--- src/tcw_pkg.sv ---
// Package for the text console writer: request codes, character codes,
// sizing constants, register indices and the request record. No dependencies.
package tcw_pkg;
  localparam int COLUMNS_DEF = 80;
  localparam int ROWS_DEF    = 25;

  localparam logic [1:0] REQ_PUT   = 2'd0;
  localparam logic [1:0] REQ_READ  = 2'd1;
  localparam logic [1:0] REQ_CLEAR = 2'd2;

  localparam logic [7:0] CH_NEWLINE   = 8'h0A;
  localparam logic [7:0] CH_BACKSPACE = 8'h08;
  localparam logic [7:0] CH_TAB       = 8'h09;
  localparam logic [7:0] SPACE_CHAR   = 8'h20;

  localparam int CFG_DEFAULT_ATTR = 0;
  localparam int CFG_TAB_WIDTH    = 1;

  typedef struct packed {
    logic [1:0] req_type;
    logic [7:0] char_code;
    logic [7:0] attr;
    logic       use_cursor;
    logic [6:0] col;
    logic [4:0] row;
  } req_t;
endpackage

--- src/tcw_queue.sv ---
// Short request queue between the accepting front end and the screen engine.
// Depends on tcw_pkg.
module tcw_queue (
  input  logic          clk,
  input  logic          rst_n,
  input  logic          push,
  input  tcw_pkg::req_t push_data,
  output logic          full,
  input  logic          pop,
  output logic          empty,
  output tcw_pkg::req_t head
);
  tcw_pkg::req_t mem_r [2];
  logic wp_r, rp_r;
  logic [1:0] cnt_r;

  assign full  = (cnt_r == 2'd2);
  assign empty = (cnt_r == 2'd0);
  assign head  = mem_r[rp_r];

  always_ff @(posedge clk) begin
    if (push) mem_r[wp_r] <= push_data;
    if (!rst_n) begin
      wp_r <= 1'b0; rp_r <= 1'b0; cnt_r <= 2'd0;
    end else begin
      if (push) wp_r <= ~wp_r;
      if (pop) rp_r <= ~rp_r;
      cnt_r <= cnt_r + {1'b0, push} - {1'b0, pop};
    end
  end
endmodule

--- config.mk ---
export PLATFORM = sky130hd
export DESIGN_NAME = tcw_queue
export DESIGN_NICKNAME = d
export VERILOG_FILES = /design/src/tcw_pkg.sv /design/src/tcw_queue.sv
export SDC_FILE = /design/constraint.sdc
export NUM_CORES = 1
export LEC_CHECK = 0
export BUFFER_PORTS_ARGS = -buffer_cell sky130_fd_sc_hd__buf_2
export CAP_MARGIN = 40
export CELL_PAD_IN_SITES_DETAIL_PLACEMENT = 1
export CELL_PAD_IN_SITES_GLOBAL_PLACEMENT = 2
export CORE_AREA = 2 2 73 128
export DETAILED_ROUTE_END_ITERATION = 6
export DIE_AREA = 0 0 75 130
export PLACE_DENSITY = 0.65
export SETUP_SLACK_MARGIN = 0.1
export SYNTH_ARGS = -nofsm -noshare
export SYNTH_HDL_FRONTEND = slang
export SYNTH_SLANG_ARGS = --single-unit
export TNS_END_PERCENT = 1
--- constraint.sdc ---
create_clock -name clk -period 2.5 [get_ports clk]
set_clock_uncertainty 0.2 [all_clocks]
set_input_delay 0.625 -clock clk [delete_from_list [all_inputs] [get_ports clk]]
set_output_delay 0.625 -clock clk [all_outputs]
set_load 0.02 [all_outputs]
Yosys cells after proc, flatten, opt, wreduce, memory -nomap -nowiden:

Memory sizes are Yosys's and may differ from the RTL's. A register that Yosys moved wholly into a read port is not among the register bits.
Index checks and enable logic that the tools add are counted.
Widths: inputs -> output; s select.

* memories: 1
* register bits: 4
* RAM bits: 62
* output and inout port bits: 33
* bits in latches: 0
* ROM bits: 0

* multiplexer cells: 4
* $mul: 0
* divide/modulo/power cells: 0
* add/sub/neg operators: 2
* reduce and logical (&&, ||, !) cells: 1
* bitwise gates (word level): 2
* shifts and indexed selects: 0
* equal/unequal tests: 1
* order comparisons: 0

Memories
* mem_r: depth 2, bits a word 31, rd ports 1, clocked after Yosys merged registers in 1, write ports 1, line tcw_queue.sv:13 `tcw_pkg::req_t mem_r [2];`

Operators by type and width (count)
* $mux 1: 4
* $add 2x1->2: 1
* $eq 2x2->1 const B: 1
* $logic_not 2->1: 1
* $not 1->1: 2
* $sub 2x1->2: 1

Longest topological paths before layout:

Gate-level depths: netlist (run 1).

* word-level depth: 3
* depth in mapped cells: 6
* mapped depth without buffers: 6

Worst setup path before layout (run 1):

OpenSTA, ideal clock, no wires.

* path kind: input-to-reg
* start: input push
* end: memory mem_r[0][0] in the netlist's numbering, enable pin
* slack: -0.185 ns
* data arrival time: 2.061 ns
* stages: 1
* required time: 1.876 ns
* cells stage by stage: nor2b_1

* cells in the longest elaborated chain, start to end: 2

Ends and longest elaborated chain
* start: declaration: line tcw_queue.sv:6 `input logic push,`
* $mux 1: line tcw_queue.sv:22 `if (push) mem_r[wp_r] <= push_data;`
* $mux 1 (not written as such): line tcw_queue.sv:22
* end: declaration: line tcw_queue.sv:13

No other way between the ends.

==> impl_metrics.env, run 1 <==
export IMPL_synth_top_area_share_pct=75.38
export IMPL_post_route_period_util_pct=91.88
export IMPL_postSynthCellCount=117
export IMPL_core_area_um2=8806
export IMPL_hold_violations=0
export IMPL_setup_ws_ps=203.0
export IMPL_crit_path_cell_trace="buf_4, mux2_2, buf_2"
export IMPL_viasPerCell=4.068
export IMPL_slew_violations=0
export IMPL_core_rowCount=46
export IMPL_cp_data_arrival_time_ps=1470
export IMPL_cap_violations=0
export IMPL_leakage_nw=1.231
export IMPL_drc_errors=0
export IMPL_seq_area_frac_synth_pct=79.43
export IMPL_grt_pass1_wl_um=7120
export IMPL_cp_max_fo=19
export IMPL_crit_slowest_cell="mux2_2"
export IMPL_worstSkewPairLatency_ps=310
export IMPL_detailedPlace_worstSlack_ps=504.4
export IMPL_clock_path_buffers=2
export IMPL_synthesis_area_um2=2470
export IMPL_grt_pass1_vias=1486
export IMPL_grt_max_degree=21
export IMPL_syn2layout_area_growth_pct=31.00
export IMPL_crit_buf_inv=2
export IMPL_synth_most_common_cell="edfxtp_1"
export IMPL_yosys_top_cells_count="62 x edfxtp_1, 31 x mux2_2, 5 x dfxtp_1"
export IMPL_async_flop_share_pct=0
export IMPL_dieWidth_um=75
export IMPL_path_class="flop to primary output"
export IMPL_grtUsageTotal_pct=10.37
export IMPL_wl_um=4589
export IMPL_portBuffers=67
export IMPL_nets=235
export IMPL_synth_cell_types=12
export IMPL_max_stage_delay_ps=380
export IMPL_io_pins=68
export IMPL_die_y_um=130
export IMPL_dp_hpwl_um=3215
export IMPL_ys_flop_type="edfxtp_1"
export IMPL_gp_congestion=0.6974
export IMPL_cts_setup_buffers=0
export IMPL_drive_gt1_share_pct=56.93
export IMPL_startpoint_type="flop"
export IMPL_max_slew_margin_pct=70.49
export IMPL_fin_tns_setup_ps=0
export IMPL_p_per_area_nw_per_um2=837.2
export IMPL_synth_largest_area_cell="edfxtp_1"
export IMPL_synth_edf_count=62
export IMPL_cts_resized=0
export IMPL_cts_hold_buf=0
export IMPL_ir_worst_vdd_v=0.0005384
export IMPL_crit_family="buffers and inverters"
export IMPL_yosys_warnings=0
export IMPL_overflow=0
export IMPL_post_drt_wl_per_cell_um=14.25
export IMPL_syn_avg_cell_area_um2=21.11
export IMPL_die_area_um2=9750
export IMPL_syn_nets=154
export IMPL_setup_worst_path_end_class="primary output"
export IMPL_fmaxAchievable_ghz=0.4354
export IMPL_cts_tree="yes"
export IMPL_drt_initial_drc_count=25
export IMPL_start_util_pct=28.05
export IMPL_htreeDepth=3
export IMPL_clock_sinks=67
export IMPL_final_antenna_net_count=0
export IMPL_grt_antenna_before_repair=0
export IMPL_rsz0062_at_grt="no"
export IMPL_setup_viol=0
export IMPL_numCtsBuffers=9
export IMPL_worstPathRequired_ps=1670
export IMPL_status="complete, no violations"
export IMPL_antenna_cells=0
export IMPL_synth_seq_cells=67
export IMPL_fin_crit_ps=2297
export IMPL_synth_area_top_cells="edfxtp_1 75%, mux2_2 14%, dfxtp_1 4.1%"
export IMPL_clock_root_buffer="clkbuf_16"
export IMPL_vias=1310
export IMPL_worst_pin_slew_ps=442.7
export IMPL_first_pass_iters=4
export IMPL_hold_class="primary input to flop"
export IMPL_clk_pin_slew_ps=50
## where the power goes
group | internal [W] | switching (W)
clock | 0.000645 | 0.000415
combinational | 0.000148 | 0.000186
sequential | 0.00130 | 0.0000191
total | 0.00209 | 0.000620
## cell type report
type / count / area [µm²]
fillers: 902 / 5570
clock inverters: 6 / 23.77
multi-input cells: 45 / 474.2
flip-flops and latches: 67 / 1962
inverters: 2 / 7.507
well taps: 120 / 150.1
repair buffers: 73 / 392.9
clock buffers: 9 / 225.2
## kinds of logic after synthesis
family	Yosys count	share of synthesized area (%)
DFF	67	79.43
muxes	31	14.13
and+or+nand+nor	9	2.178
buffers and inverters	5	1.672
xor gates and xnor gates	2	1.266
adders and majority gates	2	1.013
AOI/OAI and AO/OA	1	0.3041
## worst reg2reg max path, delay by kind of cell, from the launching register on
| kind | cells | cell delay, ps |
|---|---|---|
| flops | 1 | 370 |
| simple gates | 1 | 420 |
| buf+inv | 1 | 250 |
## metrics by stage
step	hold WS (ps)	area (µm²)	power [W]	utilization, %	instances
global placement	369.8	2987	0.001676	33.92	307
CTS	277.3	3236	0.002752	36.74	322
detailed placement	385.4	2987	0.001682	33.92	307
finish	292.7	3236	0.002709	36.74	322
floorplan	354.6	2472	0.001555	-	117
global route	281.9	3236	0.002814	36.74	322
## state kept, by name, summed over array words and instances, names as in the netlist, named ones only
| register | count |
|---|---|
| cnt_r | 2 |
| rp_r | 1 |
| mem_r | 62 |
| wp_r | 1 |
## layout by cell type (no fill, tap or decap)
cell	count
mux2_2	31
dfxtp_1	5
clkinv_2	1
edfxtp_1	62
buf_4	5
ha_1	2
clkbuf_16	9
and2_1	4
nor2b_1	3
buf_2	67
nor2b_4	1
clkinv_1	5
xor2_1	1
inv_1	2
o21a_1	1
buf_12	1
nor2_1	1
xnor3_1	1
## final timing paths
path	from	endpoint	slack (ps)	depth (start not counted)
worst max-delay path	flop	head[18]	200	3
worst min-delay path	push_data[28]	mem_r[1][28]$_DFFE_PP_	290	1
worst max register to register	wp_r$_SDFFE_PN0P_	mem_r[1][22]$_DFFE_PP_	960	2
worst min register to register	rp_r$_SDFFE_PN0P_	rp_r$_SDFFE_PN0P_	390	2
## metal layers
metal  track usage [%]  vias up  share of wire (%)
met5                 0        -                  0
met4             4.727        0                1.5
met3             4.015        6                4.0
met2             19.04       42                 59
met1             9.710      654                 36
li1                  -      608                  -
Power figures use the tool's default switching activity.
==> run 2, diff against run 1 <==
--- a/config.mk
+++ b/config.mk
@@ -5,14 +5,14 @@
 export SDC_FILE = /design/constraint.sdc
 export NUM_CORES = 1
 export LEC_CHECK = 0
-export BUFFER_PORTS_ARGS = -buffer_cell sky130_fd_sc_hd__buf_2
 export CAP_MARGIN = 40
 export CELL_PAD_IN_SITES_DETAIL_PLACEMENT = 1
 export CELL_PAD_IN_SITES_GLOBAL_PLACEMENT = 2
 export CORE_AREA = 2 2 73 128
 export DETAILED_ROUTE_END_ITERATION = 6
 export DIE_AREA = 0 0 75 130
-export PLACE_DENSITY = 0.65
+export DONT_BUFFER_PORTS = 1
+export PLACE_DENSITY = 0.53
 export SETUP_SLACK_MARGIN = 0.1
 export SYNTH_ARGS = -nofsm -noshare
 export SYNTH_HDL_FRONTEND = slang
==> constraint.sdc (replaced) <==
create_clock -name clk -period 2.6 [get_ports clk]
set_clock_uncertainty 0.2 [all_clocks]
set_input_delay 0.65 -clock clk [delete_from_list [all_inputs] [get_ports clk]]
set_output_delay 0.65 -clock clk [all_outputs]
set_load 0.02 [all_outputs]
==> run 2 against run 1 <==
  * Sequential share of layout area rose by 5.8 points
  * Clock power rose by 14%
  * Via count down 19%
  * Non-clock buffer count is 68 lower
  * Power grew 0.46%
  * Critical endpoint is now head[14]
  * Largest power group unchanged
==> impl_metrics.env, run 2 (same netlist as run 1, synthesis figures left out) <==
export IMPL_status="complete, no violations"
export IMPL_grtUsageTotal_pct=8.905
export IMPL_first_pass_iters=3
export IMPL_dpl_cell_area_um2=2644
export IMPL_worstSkewPairLatency_ps=320
export IMPL_reg_top3="mem_r x62, cnt_r x2"
export IMPL_dieWidth_um=75
export IMPL_portBuffers=0
export IMPL_core_rowCount=46
export IMPL_fin_tns_setup_ps=0
export IMPL_final_cell_mix="62 x edfxtp_1, 31 x mux2_2, 9 x clkbuf_16"
export IMPL_die_area_um2=9750
export IMPL_numCtsBuffers=9
export IMPL_setup_ws_ps=410.8
export IMPL_clock_path_buffers=2
export IMPL_die_y_um=130
export IMPL_cp_max_fo=18
export IMPL_fmaxAchievable_ghz=0.4568
export IMPL_cts_setup_buffers=0
export IMPL_final_common_cell="edfxtp_1"
export IMPL_worstPathRequired_ps=1750
export IMPL_grt_antenna_before_repair=0
export IMPL_nets=167
export IMPL_cp_data_arrival_time_ps=1340
export IMPL_gp_congestion=0.5945
export IMPL_hold_class="primary input to flop"
export IMPL_cap_violations=0
export IMPL_hold_ws_ps=225.2
export IMPL_largest_register="mem_r"
export IMPL_grt_pass1_wl_um=5899
export IMPL_ir_worst_vdd_v=0.0003471
export IMPL_design_area_um2=2952
export IMPL_dp_hpwl_um=2875
export IMPL_htreeDepth=3
export IMPL_post_route_period_util_pct=84.20
export IMPL_startpoint_type="flop"
export IMPL_viasPerCell=4.169
export IMPL_slew_violations=0
export IMPL_fin_crit_ps=2189
export IMPL_cts_resized=0
export IMPL_overflow=0
export IMPL_vias=1063
export IMPL_grt_max_degree=20
export IMPL_start_util_pct=28.05
export IMPL_largest_reg_flops=62
export IMPL_setup_worst_path_end_class="primary output"
export IMPL_rsz0062_at_grt="no"
export IMPL_setup_viol=0
export IMPL_leakage_nw=0.9941
export IMPL_nFillCells=882
export IMPL_wl_um=4062
export IMPL_clock_sinks=67
export IMPL_grt_pass1_vias=1133
export IMPL_io_pins=68
export IMPL_worst_pin_slew_ps=469.0
export IMPL_dp_cells=239
export IMPL_core_area_um2=8806
export IMPL_multi_input_area_um2=474.2
export IMPL_final_antenna_net_count=0
export IMPL_detailedPlace_worstSlack_ps=726.5
export IMPL_path_class="flop to primary output"
export IMPL_p_per_area_nw_per_um2=921.9
export IMPL_post_drt_wl_per_cell_um=15.93
export IMPL_stdcell_count=255
export IMPL_clk_pin_slew_ps=50
export IMPL_cts_tree="yes"
export IMPL_drive_gt1_share_pct=37.78
export IMPL_antenna_cells=0
export IMPL_hold_violations=0
export IMPL_clock_root_buffer="clkbuf_16"
export IMPL_drc_errors=0
export IMPL_max_slew_margin_pct=68.66
export IMPL_seq_area_um2=1962
export IMPL_drt_initial_drc_count=23
export IMPL_syn2layout_area_growth_pct=19.50
export IMPL_cts_hold_buf=0
## run 2: final timing paths
check	slack, ps	cells after the start	startpoint	to
worst max-delay path	410	2	flop	head[14]
worst min register to register	390	2	rp_r$_SDFFE_PN0P_	rp_r$_SDFFE_PN0P_
worst max register to register	1120	2	wp_r$_SDFFE_PN0P_	mem_r[0][5]$_DFFE_PP_
worst min-delay path	230	0	push_data[20]	mem_r[1][20]$_DFFE_PP_
## run 2: final cells by class
type,count,area share (%)
Clock buffer,9,7.630
Clock inverter,7,2.798
Timing Repair Buffer,5,1.696
Inverter,2,0.2543
Tap cell,120,5.087
Multi-Input combinational cell,45,16.07
Sequential cell,67,66.47
## run 2: metrics by stage
stage          total power, W  utilization (%)
6_report             0.002721            33.52
4_1_cts              0.002771            33.52
3_5_place_dp         0.001539            30.02
5_1_grt              0.002819            33.52
2_1_floorplan        0.001495                -
3_3_place_gp         0.001531            30.02
## run 2: critical path, cell delays in order, from the launching register on
cell,delay [ps]
dfxtp_1,320
buf_4,250
mux2_2,440
## run 2: routing by layer
| metal | track usage [%] | up-vias | part of all wire (%) |
|---|---|---|---|
| li1 | - | 478 | - |
| met1 | 7.692 | 533 | 32 |
| met4 | 5.987 | 0 | 2.4 |
| met2 | 15.27 | 45 | 56 |
| met5 | 0 | - | 0 |
| met3 | 4.633 | 7 | 9.6 |
## run 2: power breakdown
part / switching [W] / leakage (nW) / internal [W] / total [W]
Sequential: 0.0000195 / 0.624 / 0.00125 / 0.00127
Clock: 0.000388 / 0.154 / 0.000825 / 0.00121
Combinational: 0.000151 / 0.217 / 0.0000897 / 0.000241
==> run 3, diff against run 2 <==
==> constraint.sdc (replaced) <==
create_clock -name clk -period 2.2 [get_ports clk]
set_clock_uncertainty 0.2 [all_clocks]
set_input_delay 0.55 -clock clk [delete_from_list [all_inputs] [get_ports clk]]
set_output_delay 0.55 -clock clk [all_outputs]
set_load 0.02 [all_outputs]
==> run 3 against run 2 <==
  * Core utilization decreased by 0.071 points
  * Via count decreased by 0.28%
  * Critical path depth unchanged
  * Hold slack got worse by 110 ps
  * Power increased by 19%
  * Critical path type unchanged
  * Critical endpoint is now head[17]
  * Highest routed layer unchanged
==> impl_metrics.env, run 3 (same netlist as run 1, synthesis figures left out) <==
export IMPL_clock_sinks=67
export IMPL_overflow=0
export IMPL_grt_max_degree=33
export IMPL_grtUsageTotal_pct=9.099
export IMPL_worst_pin_slew_ps=439.9
export IMPL_viasPerCell=4.157
export IMPL_crit_path_end="head[17]"
export IMPL_path_class="flop to primary output"
export IMPL_start_util_pct=28.05
export IMPL_setup_worst_path_end_class="primary output"
export IMPL_p_comb_share_pct=8.7
export IMPL_htreeDepth=3
export IMPL_gp_congestion=0.5949
export IMPL_rr_worst_depth=6
export IMPL_vias=1060
export IMPL_drc_errors=0
export IMPL_die_y_um=130
export IMPL_power_share_switching_pct=20.90
export IMPL_drt_initial_drc_count=27
export IMPL_largest_reg_flops=62
export IMPL_p_sw_w=0.0006774
export IMPL_fmaxAchievable_ghz=0.4829
export IMPL_reg2reg_from="cnt_r[0]$_SDFF_PN0_"
export IMPL_hold_ws_ps=118.9
export IMPL_largest_register="mem_r"
export IMPL_slew_violations=0
export IMPL_max_slew_margin_pct=70.61
export IMPL_wl_um=4116
export IMPL_r2r_end="cnt_r[1]$_SDFF_PN0_"
export IMPL_dp_hpwl_um=2821
export IMPL_rsz0062_at_grt="yes"
export IMPL_power_w=0.003242
export IMPL_numCtsBuffers=9
export IMPL_cts_tree="yes"
export IMPL_post_route_period_util_pct=94.13
export IMPL_stdcell_count=255
export IMPL_clock_path_buffers=2
export IMPL_reg_top3="mem_r x62, cnt_r x2"
export IMPL_core_area_um2=8806
export IMPL_die_area_um2=9750
export IMPL_clkPwrFrac_pct=45.1
export IMPL_cp_data_arrival_time_ps=1320
export IMPL_grt_antenna_before_repair=0
export IMPL_syn2layout_area_growth_pct=19.25
export IMPL_leakage_nw=0.9864
export IMPL_nets=167
export IMPL_first_pass_iters=4
export IMPL_hold_violations=0
export IMPL_worstPathRequired_ps=1450
export IMPL_cap_violations=0
export IMPL_ir_worst_vdd_v=0.0004253
export IMPL_antenna_cells=0
export IMPL_cts_setup_buffers=0
export IMPL_portBuffers=0
export IMPL_status="complete, no violations"
export IMPL_dieWidth_um=75
export IMPL_final_antenna_net_count=0
export IMPL_final_common_cell="edfxtp_1"
export IMPL_hold_class="primary input to flop"
export IMPL_fin_crit_ps=2071
export IMPL_drive_gt1_share_pct=37.78
export IMPL_r2r_slack_ps=790
export IMPL_dp_cells=239
export IMPL_clock_root_buffer="clkbuf_16"
export IMPL_core_rowCount=46
export IMPL_internal_power_w=0.002564
export IMPL_hp_start="push_data[15]"
export IMPL_clk_pin_slew_ps=50
export IMPL_seq_power_share_pct=46.2
export IMPL_post_drt_wl_per_cell_um=16.14
export IMPL_setup_viol=0
export IMPL_grt_pass1_vias=1172
export IMPL_p_per_area_nw_per_um2=1101
export IMPL_fin_tns_setup_ps=0
export IMPL_io_pins=68
export IMPL_final_cell_mix="62 x edfxtp_1, 31 x mux2_2, 9 x clkbuf_16"
export IMPL_worstSkewPairLatency_ps=320
export IMPL_cp_max_fo=13
export IMPL_startpoint_type="flop"
export IMPL_grt_pass1_wl_um=5927
## run 3: changes by cell type in the layout (fill, tap and decap cells not counted)
cell / previous run / this run
buf_12: 1 / 0
buf_6: 0 / 1
clkbuf_1: 0 / 2
clkinv_1: 2 / 0
clkinv_2: 3 / 2
clkinvlp_4: 0 / 1
## run 3: worst min path at each step
stage / to / cells after the start
global route: mem_r[0][3]$_DFFE_PP_ / 0
detailed placement: rp_r$_SDFFE_PN0P_ / 2
global placement: rp_r$_SDFFE_PN0P_ / 2
finish: mem_r[0][15]$_DFFE_PP_ / 0
CTS: mem_r[1][22]$_DFFE_PP_ / 0
floorplan: flop / 2
## run 3: power by group through the flow
stage,clock (W),sequential (W),combinational [W]
after floorplan,0,0.00152,0.000250
after global placement,0,0.00152,0.000285
after detailed placement,0,0.00152,0.000288
after CTS,0.00151,0.00150,0.000291
after global routing,0.00156,0.00150,0.000302
final,0.00146,0.00150,0.000282
## run 3: what timing repair did
item                                    in CTS  in global routing
gates cloned                                 0                  0
endpoints found under the setup margin      18                 31
gates resized for setup                      1                  0
hold buffers                                 0                  0
## run 3: layer usage
metal  track usage (%)  vias up  share of wire, %
li1                  -      477                 -
met1             7.658      529                32
met2             14.81       45                54
met3             5.637        9                11
met4             6.933        0               3.3
met5                 0        -                 0
## run 3: layout make-up
type                       instances  area [µm²]
clock buffer                      11       232.7
clock inverter                     5       77.57
fill                             891        5861
inverter                           2       7.507
multi-input combinational         45       474.2
sequential                        67        1962
tap                              120       150.1
timing repair buffer               5       41.29
## run 3: worst max-delay path, stage by stage (launching register included)
cell	delay (ps)
dfxtp_1	340
buf_4	230
mux2_2	420
## run 3: stage by stage
step	util (%)	setup WS, ps	area (µm²)
2_1_floorplan	-	178.4	2472
4_1_cts	33.45	93.21	2945
6_report	33.45	129.2	2945
5_1_grt	33.45	66.92	2945
3_3_place_gp	29.88	445.1	2631
3_5_place_dp	29.88	419.3	2631
